## src/atue_pkg.sv

```systemverilog
// Package with types, constants and register codes of the analog threshold UART echo block.
package atue_pkg;

    // Configuration register indexes.
    localparam logic [1:0] CFG_TICKS_PER_BIT  = 2'd0;
    localparam logic [1:0] CFG_LOW_THRESHOLD  = 2'd1;
    localparam logic [1:0] CFG_HIGH_THRESHOLD = 2'd2;

    // Reset values of the configuration registers.
    localparam logic [15:0] TICKS_PER_BIT_RESET  = 16'd8320;
    localparam logic [9:0]  LOW_THRESHOLD_RESET  = 10'd320;
    localparam logic [9:0]  HIGH_THRESHOLD_RESET = 10'd420;

    // Character codes for the echo path.
    localparam logic [7:0] CR_CODE = 8'd13;
    localparam logic [7:0] LF_CODE = 8'd10;

    // Transmit bit positions: start, data 1..8, stop.
    localparam logic [3:0] TX_START_BIT = 4'd0;
    localparam logic [3:0] TX_LAST_DATA = 4'd8;
    localparam logic [3:0] TX_STOP_BIT  = 4'd9;

    // Last data bit position of the receiver.
    localparam logic [3:0] RX_LAST_DATA = 4'd8;

    // Queue depth between the front and the back.
    localparam int QUEUE_DEPTH = 2;

    // One classified tick on its way from the front to the back.
    typedef struct packed {
        logic       below_low;
        logic       above_high;
        logic       send_valid;
        logic [7:0] send_byte;
    } tick_item_t;

    // One result of the back.
    typedef struct packed {
        logic [7:0] rx_byte;
        logic       rx_valid;
        logic       tx_ready;
        logic       tx_level;
    } tick_result_t;

endpackage

```

## src/atue_front.sv

```systemverilog
// Front part: classifies each line sample against the thresholds and queues the tick.
module atue_front (
    input  logic                 clk,
    input  logic                 rst_n,
    input  logic                 s_tvalid,
    output logic                 s_tready,
    input  logic [23:0]          s_tdata,   // [9:0] line_sample, [17:10] send_byte, rest zero
    input  logic                 s_tuser,   // [0] send_valid
    input  logic [9:0]           low_threshold,
    input  logic [9:0]           high_threshold,
    output logic                 q_valid,
    output atue_pkg::tick_item_t q_item,
    input  logic                 q_pop
);

    localparam int PtrW = $clog2(atue_pkg::QUEUE_DEPTH);
    localparam int CntW = $clog2(atue_pkg::QUEUE_DEPTH + 1);

    atue_pkg::tick_item_t entry_reg [atue_pkg::QUEUE_DEPTH];
    logic [PtrW-1:0]      wr_ptr_reg, wr_ptr_next;
    logic [PtrW-1:0]      rd_ptr_reg, rd_ptr_next;
    logic [CntW-1:0]      count_reg, count_next;
    atue_pkg::tick_item_t new_item;
    logic                 push;
    logic [9:0]           line_sample;

    // Classify the incoming tick.
    assign line_sample          = s_tdata[9:0];
    assign new_item.below_low   = line_sample < low_threshold;
    assign new_item.above_high  = line_sample > high_threshold;
    assign new_item.send_valid  = s_tuser;
    assign new_item.send_byte   = s_tdata[17:10];

    // Queue handshake.
    assign s_tready = count_reg != CntW'(atue_pkg::QUEUE_DEPTH);
    assign push     = s_tvalid && s_tready;
    assign q_valid  = count_reg != '0;
    assign q_item   = entry_reg[rd_ptr_reg];

    // Pointer and fill count update.
    always_comb
    begin
        wr_ptr_next = wr_ptr_reg;
        rd_ptr_next = rd_ptr_reg;
        count_next  = count_reg;
        if (push)
        begin
            wr_ptr_next = (wr_ptr_reg == PtrW'(atue_pkg::QUEUE_DEPTH - 1)) ? '0
                        : PtrW'(wr_ptr_reg + 1'b1);
        end
        if (q_pop)
        begin
            rd_ptr_next = (rd_ptr_reg == PtrW'(atue_pkg::QUEUE_DEPTH - 1)) ? '0
                        : PtrW'(rd_ptr_reg + 1'b1);
        end
        if (push && !q_pop)
        begin
            count_next = CntW'(count_reg + 1'b1);
        end
        else if (q_pop && !push)
        begin
            count_next = CntW'(count_reg - 1'b1);
        end
    end

    // Control registers.
    always_ff @(posedge clk or negedge rst_n)
    begin
        if (!rst_n)
        begin
            wr_ptr_reg <= '0;
            rd_ptr_reg <= '0;
            count_reg  <= '0;
        end
        else
        begin
            wr_ptr_reg <= wr_ptr_next;
            rd_ptr_reg <= rd_ptr_next;
            count_reg  <= count_next;
        end
    end

    // Queue storage.
    always_ff @(posedge clk)
    begin
        if (push)
        begin
            entry_reg[wr_ptr_reg] <= new_item;
        end
    end

endmodule

```

## src/atue_back.sv

```systemverilog
// Back part: runs the transmitter, the receiver and the echo slot, one tick per queued item.
module atue_back (
    input  logic                 clk,
    input  logic                 rst_n,
    input  logic [15:0]          ticks_per_bit,
    input  logic                 q_valid,
    input  atue_pkg::tick_item_t q_item,
    output logic                 q_pop,
    output logic                 m_tvalid,
    input  logic                 m_tready,
    output logic [15:0]          m_tdata,   // [0] tx_level, [1] tx_ready, [9:2] rx_byte, rest zero
    output logic                 m_tuser    // [0] rx_valid
);

    // Transmitter state.
    logic [7:0]  tx_shift_reg, tx_shift_next;
    logic [3:0]  tx_idx_reg, tx_idx_next;
    logic [16:0] tx_cnt_reg, tx_cnt_next;
    logic        tx_busy_reg, tx_busy_next;
    // Receiver state.
    logic        rx_busy_reg, rx_busy_next;
    logic [3:0]  rx_idx_reg, rx_idx_next;
    logic [15:0] rx_cnt_reg, rx_cnt_next;
    logic [7:0]  rx_shift_reg, rx_shift_next;
    // Echo slot.
    logic        echo_pend_reg, echo_pend_next;
    logic [7:0]  echo_byte_reg, echo_byte_next;
    // Output register.
    logic        out_valid_reg;
    atue_pkg::tick_result_t out_reg, out_next;

    logic [16:0] period;
    logic [16:0] dur;
    logic        tx_start;
    logic [16:0] tx_cnt_inc;
    logic [16:0] rx_cnt_inc;
    logic [3:0]  tx_idx_m1;
    logic [3:0]  rx_idx_inc;
    logic        tx_level;
    logic        rx_valid;
    logic [7:0]  rx_out;

    // A zero bit period acts as one tick; the stop level lasts one and a half periods.
    assign period = (ticks_per_bit == '0) ? 17'd1 : {1'b0, ticks_per_bit};

    // Take the next tick whenever the output register is free or being drained.
    assign q_pop = q_valid && (!out_valid_reg || m_tready);

    // One tick of the transmitter, then of the receiver.
    always_comb
    begin
        tx_shift_next  = tx_shift_reg;
        tx_idx_next    = tx_idx_reg;
        tx_cnt_next    = tx_cnt_reg;
        tx_busy_next   = tx_busy_reg;
        rx_busy_next   = rx_busy_reg;
        rx_idx_next    = rx_idx_reg;
        rx_cnt_next    = rx_cnt_reg;
        rx_shift_next  = rx_shift_reg;
        echo_pend_next = echo_pend_reg;
        echo_byte_next = echo_byte_reg;
        tx_level       = 1'b1;
        rx_valid       = 1'b0;
        rx_out         = '0;
        dur            = period;

        // Start a frame: the echo wins over the host byte.
        tx_start = !tx_busy_reg && (echo_pend_reg || q_item.send_valid);
        if (tx_start)
        begin
            tx_shift_next  = echo_pend_reg ? echo_byte_reg : q_item.send_byte;
            echo_pend_next = 1'b0;
            tx_busy_next   = 1'b1;
            tx_idx_next    = atue_pkg::TX_START_BIT;
            tx_cnt_next    = '0;
        end

        // Drive the current bit and advance the bit timer.
        tx_idx_m1  = 4'(tx_idx_next - 4'd1);
        tx_cnt_inc = 17'(tx_cnt_next + 17'd1);
        if (tx_busy_next)
        begin
            if (tx_idx_next == atue_pkg::TX_START_BIT)
            begin
                tx_level = 1'b0;
            end
            else if (tx_idx_next <= atue_pkg::TX_LAST_DATA)
            begin
                tx_level = tx_shift_next[tx_idx_m1[2:0]];
            end
            else
            begin
                dur = 17'(period + (period >> 1));
            end
            tx_cnt_next = tx_cnt_inc;
            if (tx_cnt_inc >= dur)
            begin
                tx_cnt_next = '0;
                if (tx_idx_next >= atue_pkg::TX_STOP_BIT)
                begin
                    tx_busy_next = 1'b0;
                    tx_idx_next  = '0;
                end
                else
                begin
                    tx_idx_next = 4'(tx_idx_next + 4'd1);
                end
            end
        end

        // Receiver: hunt for a start bit, then sample at whole-bit offsets.
        rx_cnt_inc = 17'({1'b0, rx_cnt_reg} + 17'd1);
        rx_idx_inc = 4'(rx_idx_reg + 4'd1);
        if (!rx_busy_reg)
        begin
            if (q_item.below_low)
            begin
                rx_busy_next  = 1'b1;
                rx_idx_next   = '0;
                rx_cnt_next   = '0;
                rx_shift_next = '0;
            end
        end
        else
        begin
            rx_cnt_next = rx_cnt_inc[15:0];
            if (rx_cnt_inc >= period)
            begin
                rx_cnt_next = '0;
                rx_idx_next = rx_idx_inc;
                if (rx_idx_inc <= atue_pkg::RX_LAST_DATA)
                begin
                    if (q_item.above_high)
                    begin
                        rx_shift_next[rx_idx_reg[2:0]] = 1'b1;
                    end
                end
                else
                begin
                    rx_valid       = 1'b1;
                    rx_out         = rx_shift_reg;
                    echo_byte_next = (rx_shift_reg == atue_pkg::CR_CODE) ? atue_pkg::LF_CODE
                                   : rx_shift_reg;
                    echo_pend_next = 1'b1;
                    rx_busy_next   = 1'b0;
                    rx_idx_next    = '0;
                end
            end
        end

        out_next.tx_level = tx_level;
        out_next.tx_ready = !tx_busy_next && !echo_pend_next;
        out_next.rx_valid = rx_valid;
        out_next.rx_byte  = rx_out;
    end

    // Engine state advances once per taken tick.
    always_ff @(posedge clk or negedge rst_n)
    begin
        if (!rst_n)
        begin
            tx_shift_reg  <= '0;
            tx_idx_reg    <= '0;
            tx_cnt_reg    <= '0;
            tx_busy_reg   <= 1'b0;
            rx_busy_reg   <= 1'b0;
            rx_idx_reg    <= '0;
            rx_cnt_reg    <= '0;
            rx_shift_reg  <= '0;
            echo_pend_reg <= 1'b0;
            echo_byte_reg <= '0;
        end
        else if (q_pop)
        begin
            tx_shift_reg  <= tx_shift_next;
            tx_idx_reg    <= tx_idx_next;
            tx_cnt_reg    <= tx_cnt_next;
            tx_busy_reg   <= tx_busy_next;
            rx_busy_reg   <= rx_busy_next;
            rx_idx_reg    <= rx_idx_next;
            rx_cnt_reg    <= rx_cnt_next;
            rx_shift_reg  <= rx_shift_next;
            echo_pend_reg <= echo_pend_next;
            echo_byte_reg <= echo_byte_next;
        end
    end

    // Output valid flag.
    always_ff @(posedge clk or negedge rst_n)
    begin
        if (!rst_n)
        begin
            out_valid_reg <= 1'b0;
        end
        else if (q_pop)
        begin
            out_valid_reg <= 1'b1;
        end
        else if (m_tready)
        begin
            out_valid_reg <= 1'b0;
        end
    end

    // Output payload.
    always_ff @(posedge clk)
    begin
        if (q_pop)
        begin
            out_reg <= out_next;
        end
    end

    assign m_tvalid = out_valid_reg;
    assign m_tdata  = {6'd0, out_reg.rx_byte, out_reg.tx_ready, out_reg.tx_level};
    assign m_tuser  = out_reg.rx_valid;

endmodule

```

## src/analog_threshold_uart_echo.sv

```systemverilog
// Top level of the analog threshold UART echo block: configuration registers and the two parts.
//
//  Channel   Direction  Request contents
//  s_*       in         one clock tick: line_sample, send_byte (tdata), send_valid (tuser)
//  m_*       out        one result per tick: tx_level, tx_ready, rx_byte (tdata), rx_valid (tuser)
//  cfg_*     in         register write: cfg_index, cfg_data
//
// One request is taken per clock when neither side stalls; each result is registered first in
// the queue (classify and queue), then in the output register of the tick engine.
// The back engine applies one tick per cycle while m_* does not stall; its state update is the limiting loop.
// A two-entry queue sits between the parts, so a stall on m_* blocks s_* only once it fills.
// Reset clears all control state and loads the register reset values; no clearing pass.
module analog_threshold_uart_echo (
    input  logic        clk,
    input  logic        rst_n,
    input  logic        s_tvalid,
    output logic        s_tready,
    input  logic [23:0] s_tdata,    // [9:0] line_sample, [17:10] send_byte, rest zero
    input  logic        s_tuser,    // [0] send_valid
    output logic        m_tvalid,
    input  logic        m_tready,
    output logic [15:0] m_tdata,    // [0] tx_level, [1] tx_ready, [9:2] rx_byte, rest zero
    output logic        m_tuser,    // [0] rx_valid
    input  logic        cfg_valid,
    output logic        cfg_ready,
    input  logic [1:0]  cfg_index,
    input  logic [15:0] cfg_data
);

    logic [15:0] tpb_reg;
    logic [9:0]  low_thr_reg;
    logic [9:0]  high_thr_reg;
    logic                 q_valid;
    logic                 q_pop;
    atue_pkg::tick_item_t q_item;

    // Configuration writes are always taken.
    assign cfg_ready = 1'b1;

    // Configuration register file.
    always_ff @(posedge clk or negedge rst_n)
    begin
        if (!rst_n)
        begin
            tpb_reg      <= atue_pkg::TICKS_PER_BIT_RESET;
            low_thr_reg  <= atue_pkg::LOW_THRESHOLD_RESET;
            high_thr_reg <= atue_pkg::HIGH_THRESHOLD_RESET;
        end
        else if (cfg_valid && cfg_ready)
        begin
            unique case (cfg_index)
                atue_pkg::CFG_TICKS_PER_BIT:  tpb_reg      <= cfg_data;
                atue_pkg::CFG_LOW_THRESHOLD:  low_thr_reg  <= cfg_data[9:0];
                atue_pkg::CFG_HIGH_THRESHOLD: high_thr_reg <= cfg_data[9:0];
                default:                      ;
            endcase
        end
    end

    // Front: classify and queue.
    atue_front u_front (
        .clk            (clk),
        .rst_n          (rst_n),
        .s_tvalid       (s_tvalid),
        .s_tready       (s_tready),
        .s_tdata        (s_tdata),
        .s_tuser        (s_tuser),
        .low_threshold  (low_thr_reg),
        .high_threshold (high_thr_reg),
        .q_valid        (q_valid),
        .q_item         (q_item),
        .q_pop          (q_pop)
    );

    // Back: tick engine and output register.
    atue_back u_back (
        .clk           (clk),
        .rst_n         (rst_n),
        .ticks_per_bit (tpb_reg),
        .q_valid       (q_valid),
        .q_item        (q_item),
        .q_pop         (q_pop),
        .m_tvalid      (m_tvalid),
        .m_tready      (m_tready),
        .m_tdata       (m_tdata),
        .m_tuser       (m_tuser)
    );

endmodule

```

## config.mk

```make
export PLATFORM = sky130hd
export DESIGN_NAME = analog_threshold_uart_echo
export DESIGN_NICKNAME = d
export VERILOG_FILES = /design/src/atue_pkg.sv /design/src/atue_front.sv /design/src/atue_back.sv /design/src/analog_threshold_uart_echo.sv
export SDC_FILE = /design/constraint.sdc
export NUM_CORES = 1
export LEC_CHECK = 0
export BUFFER_PORTS_ARGS = -buffer_cell sky130_fd_sc_hd__buf_2
export CORE_MARGIN = 1
export CORE_UTILIZATION = 35
export CTS_BUF_LIST = sky130_fd_sc_hd__clkbuf_4
export DETAILED_ROUTE_END_ITERATION = 10
export PLACE_DENSITY_LB_ADDON = 0.05
export SLEW_MARGIN = 40
export SYNTH_ARGS = -nofsm -noshare
export SYNTH_HDL_FRONTEND = slang
export SYNTH_SLANG_ARGS = --single-unit
```

## constraint.sdc

```tcl
create_clock -name clk -period 6.5 [get_ports clk]
set_input_delay 1.3 -clock clk [delete_from_list [all_inputs] [get_ports clk]]
set_output_delay 1.3 -clock clk [all_outputs]
set_load 0.01 [all_outputs]
```

==> run_results.csv <==
group,metric,value,unit
sta,clock_skew,26.93,ps
clock_tree,htreeDepth,4,
sta,rsz0062_at_grt,"false",
clock_tree,clk_path_buf_depth,2,
layout,largest_reg_flops,22,
detailed_routing,dr_total_vias,6852,
power_and_ir_drop,p_clk_share,16.8,%
clock_tree,numCtsBuffers,17,
sta,setup_ws,1028,ps
sta,tightestPinTransition,780.1,ps
sta,whs,504.8,ps
global_routing,grt_pass1_vias,6625,
clock_tree,cts.sinks,142,
placement,dpl_cell_area,9751,sq um
layout,layoutNonFillerInstCount,1337,
worst_setup_path,critPathKind,"register to register",
worst_setup_path,cp_top_family,"compound AO/OA/AOI/OAI gates",
worst_setup_path,cp_data_arrival_time,5950,ps
sta,tns,0,ps
die,io-pin-count,68,
placement,dp.cells,1300,
detailed_routing,first_iter_violations,370,
global_routing,gr-usage-all-layers,17.48,%
detailed_routing,routed_via_density,5.125,
clock_tree,insertion_delay,570,ps
synth,synth.top_cell.area_share,27.73,%
clock_tree,cts_tree,"built",
synth,synth_top_area_cell,"dfrtp_1",
detailed_routing,firstDrtPassIters,5,
worst_setup_path,crit_top_cell,"ha_1",
worst_hold_path,hold_class,"register to register",
power_and_ir_drop,power.internal,2.032,mW
worst_setup_path,slowest_stage,"dfrtp_1",
die,rows,58,
synth,synthFlopType,"dfrtp_1",
die,die_area,26690,sq um
placement,dp_hpwl,16.50,mm
sta,hold_viol,0,
power_and_ir_drop,vdd_ir_drop_max,0.1773,mV
synth,netlist_instances,937,
sta,period_share,84.18,%
outcome,status,"finished, final reports clean",
power_and_ir_drop,power.density,364.2,nW/um^2
worst_setup_path,crit_fanout,21,
global_routing,grt_overflow,0,
detailed_routing,wire_per_inst,16.64,um
die,fp.dieW,163.4,um
power_and_ir_drop,switching_share,44.64,%
job,maxCapViolCount,0,
worst_setup_path,required,6970,ps
detailed_routing,drc,0,
synth,synth_area,9114,sq um
die,fp.dieH,163.4,um
layout,fin_util,39.79,%
power_and_ir_drop,power.leakage,4.756,nW
global_routing,grt_pass1_wl,36.27,mm
placement,gp_congestion,0.7802,
layout,drive_above_1_share,16.97,%
synth,ys_top_cells_by_area,"dfrtp_1 28%, ha_1 11%, edfxtp_1 11%, mux2_2 4.7%, nand2_1 4.4%",
worst_setup_path,startpoint_type,"register",
detailed_routing,wirelength,22.25,mm
worst_setup_path,crit_buf_inv,3,
sta,max_freq,0.1828,GHz
synth,synth_edf_count,33,
synth,seq_area_frac_synth,40.91,%
layout,nets,1120,
synth,synth_seq_cells,142,
global_routing,grt_antenna_before_repair,1,
placement,pre_cts_ws,1036,ps
clock_tree,cts_resized,0,
sta,maxSlewViolCount,0,
synth,async_flop_share,76.76,%
synth,syn_area_per_cell,9.727,sq um
placement,port_buffers,54,
die,initial_core_util,35.98,%
clock_tree,root_buffer,"clkbuf_4",
layout,final_area,10080,sq um
worst_setup_path,crit_path_end_kind,"register",
worst_setup_path,path_cells,"inv_1 -> ha_1 -> and3_1 -> nand3_1 -> buf_4 -> nand2_1 -> inv_1 -> ha_1 -> o21a_1 -> o21a_1 -> o211a_1 -> a221oi_1 -> a32oi_1 -> xor2_1 -> a21oi_1 -> ha_1 -> a21oi_1 -> nor2b_1 -> o21ai_0 -> nand2_1 -> a21o_1 -> a32o_1 -> a31o_2",
layout,synthToLayoutAreaGrowth,10.58,%
power_and_ir_drop,p_switching,1.639,mW
clock_tree,path_clk_slew,160,ps
detailed_routing,ant_nets,0,
sta,setup_violations,0,
synth,ys_types,84,
clock_tree,post-cts-setup-buffer-count,0,
clock_tree,ctsHoldBuffers,0,
sta,layout_min_cycle_time,5472,ps
power_and_ir_drop,p_comb_share,48.0,%
synth,yosys_warnings,0,
sta,slew_headroom,47.80,%
power_and_ir_drop,finalPower,3.670,mW
die,core_area,25330,sq um
global_routing,grt_max_degree,74,
power_and_ir_drop,seq_power_share,35.2,%
worst_setup_path,crit_path_max_incr_delay,620,ps
==> cell usage after synthesis, drive strengths merged, types with 18 or more instances <==
| cell type | instances |
|---|---|
| a21o | 26 |
| mux2 | 40 |
| a21oi | 61 |
| o21ai | 50 |
| nand3 | 23 |
| xor2 | 18 |
| mux2i | 18 |
| nand2 | 106 |
| ha | 82 |
| xnor2 | 19 |
| nor2 | 50 |
| dfrtp | 101 |
| clkbuf | 27 |
| inv | 67 |
| edfxtp | 33 |
==> power groups by stage <==
stage / logic (mW) / registers, mW / clock network, mW
floorplan: 1.32 / 1.26 / 0
global placement: 1.79 / 1.31 / 0
detailed placement: 1.78 / 1.31 / 0
CTS: 1.79 / 1.29 / 0.647
finish: 1.76 / 1.29 / 0.617
global route: 2.00 / 1.32 / 0.687
==> cell families (layout without fill, tap and decap cells) <==
| group | after synthesis | count (layout) | synth area share (%) |
|---|---|---|---|
| AO/OA/AOI/OAI | 224 | 224 | 16.41 |
| adder cells (fa/ha/maj) | 84 | 84 | 11.59 |
| multiplexers | 58 | 58 | 7.098 |
| AND/OR/NAND/NOR | 281 | 281 | 15.40 |
| buffers and inverters | 109 | 169 | 4.956 |
| flip-flops | 142 | 142 | 40.91 |
| other | 2 | 12 | 0.08240 |
| XOR/XNOR | 37 | 37 | 3.556 |
==> cell type report <==
cell class                 instances  area, sq um
fill                            2587        15250
multi-input combinational        691         4965
sequential                       142         3729
tap                              330        412.9
timing repair buffer              69        389.1
inverter                          68        255.2
clock inverter                    15        187.7
clock buffer                      17        127.6
antenna                            5        12.51
==> cell usage in the layout, fill, tap and decap left out, types with 8 or more instances in the layout <==
master    count
mux2_2       38
edfxtp_1     33
nor2b_1       8
xnor2_1      19
clkbuf_4     17
or3_1         8
a31oi_1      11
dfstp_2       8
nor2_1       49
ha_1         82
a22o_1       13
nand3_1      22
o31ai_1       9
buf_2        53
a21oi_1      59
mux2i_1      17
o21ai_0      47
nor3_1        8
and2_1       12
nand4_1      13
and3_1       15
nand2b_1     12
xor2_1       18
dfrtp_1     101
buf_4        15
nand2_1     105
inv_1        67
a21o_1       26
==> metal layers <==
metal | vias to the layer above | share of wire, % | track usage, %
met2 | 91 | 45 | 27.10
met4 | 0 | 1.1 | 3.738
met1 | 3277 | 52 | 25.28
li1 | 3472 | - | -
met5 | - | 0 | 0
met3 | 12 | 2.4 | 2.971
==> final timing paths <==
check / startpoint / endpoint / slack, ps / cells past startpoint
setup reg to reg: tpb_reg[6] / u_back.tx_idx_reg[2] / 1030 / 23
hold / removal: u_front.wr_ptr_reg / u_front.wr_ptr_reg / 500 / 1
max in group asynchronous: rst_n / u_back.rx_cnt_reg[10] / 4710 / 2
hold reg to reg: u_front.wr_ptr_reg / u_front.wr_ptr_reg / 500 / 1
setup / recovery: tpb_reg[6] / u_back.tx_idx_reg[2] / 1030 / 23
min in group asynchronous: rst_n / u_back.tx_cnt_reg[13] / 700 / 1
Power figures use the tool's default switching activity.
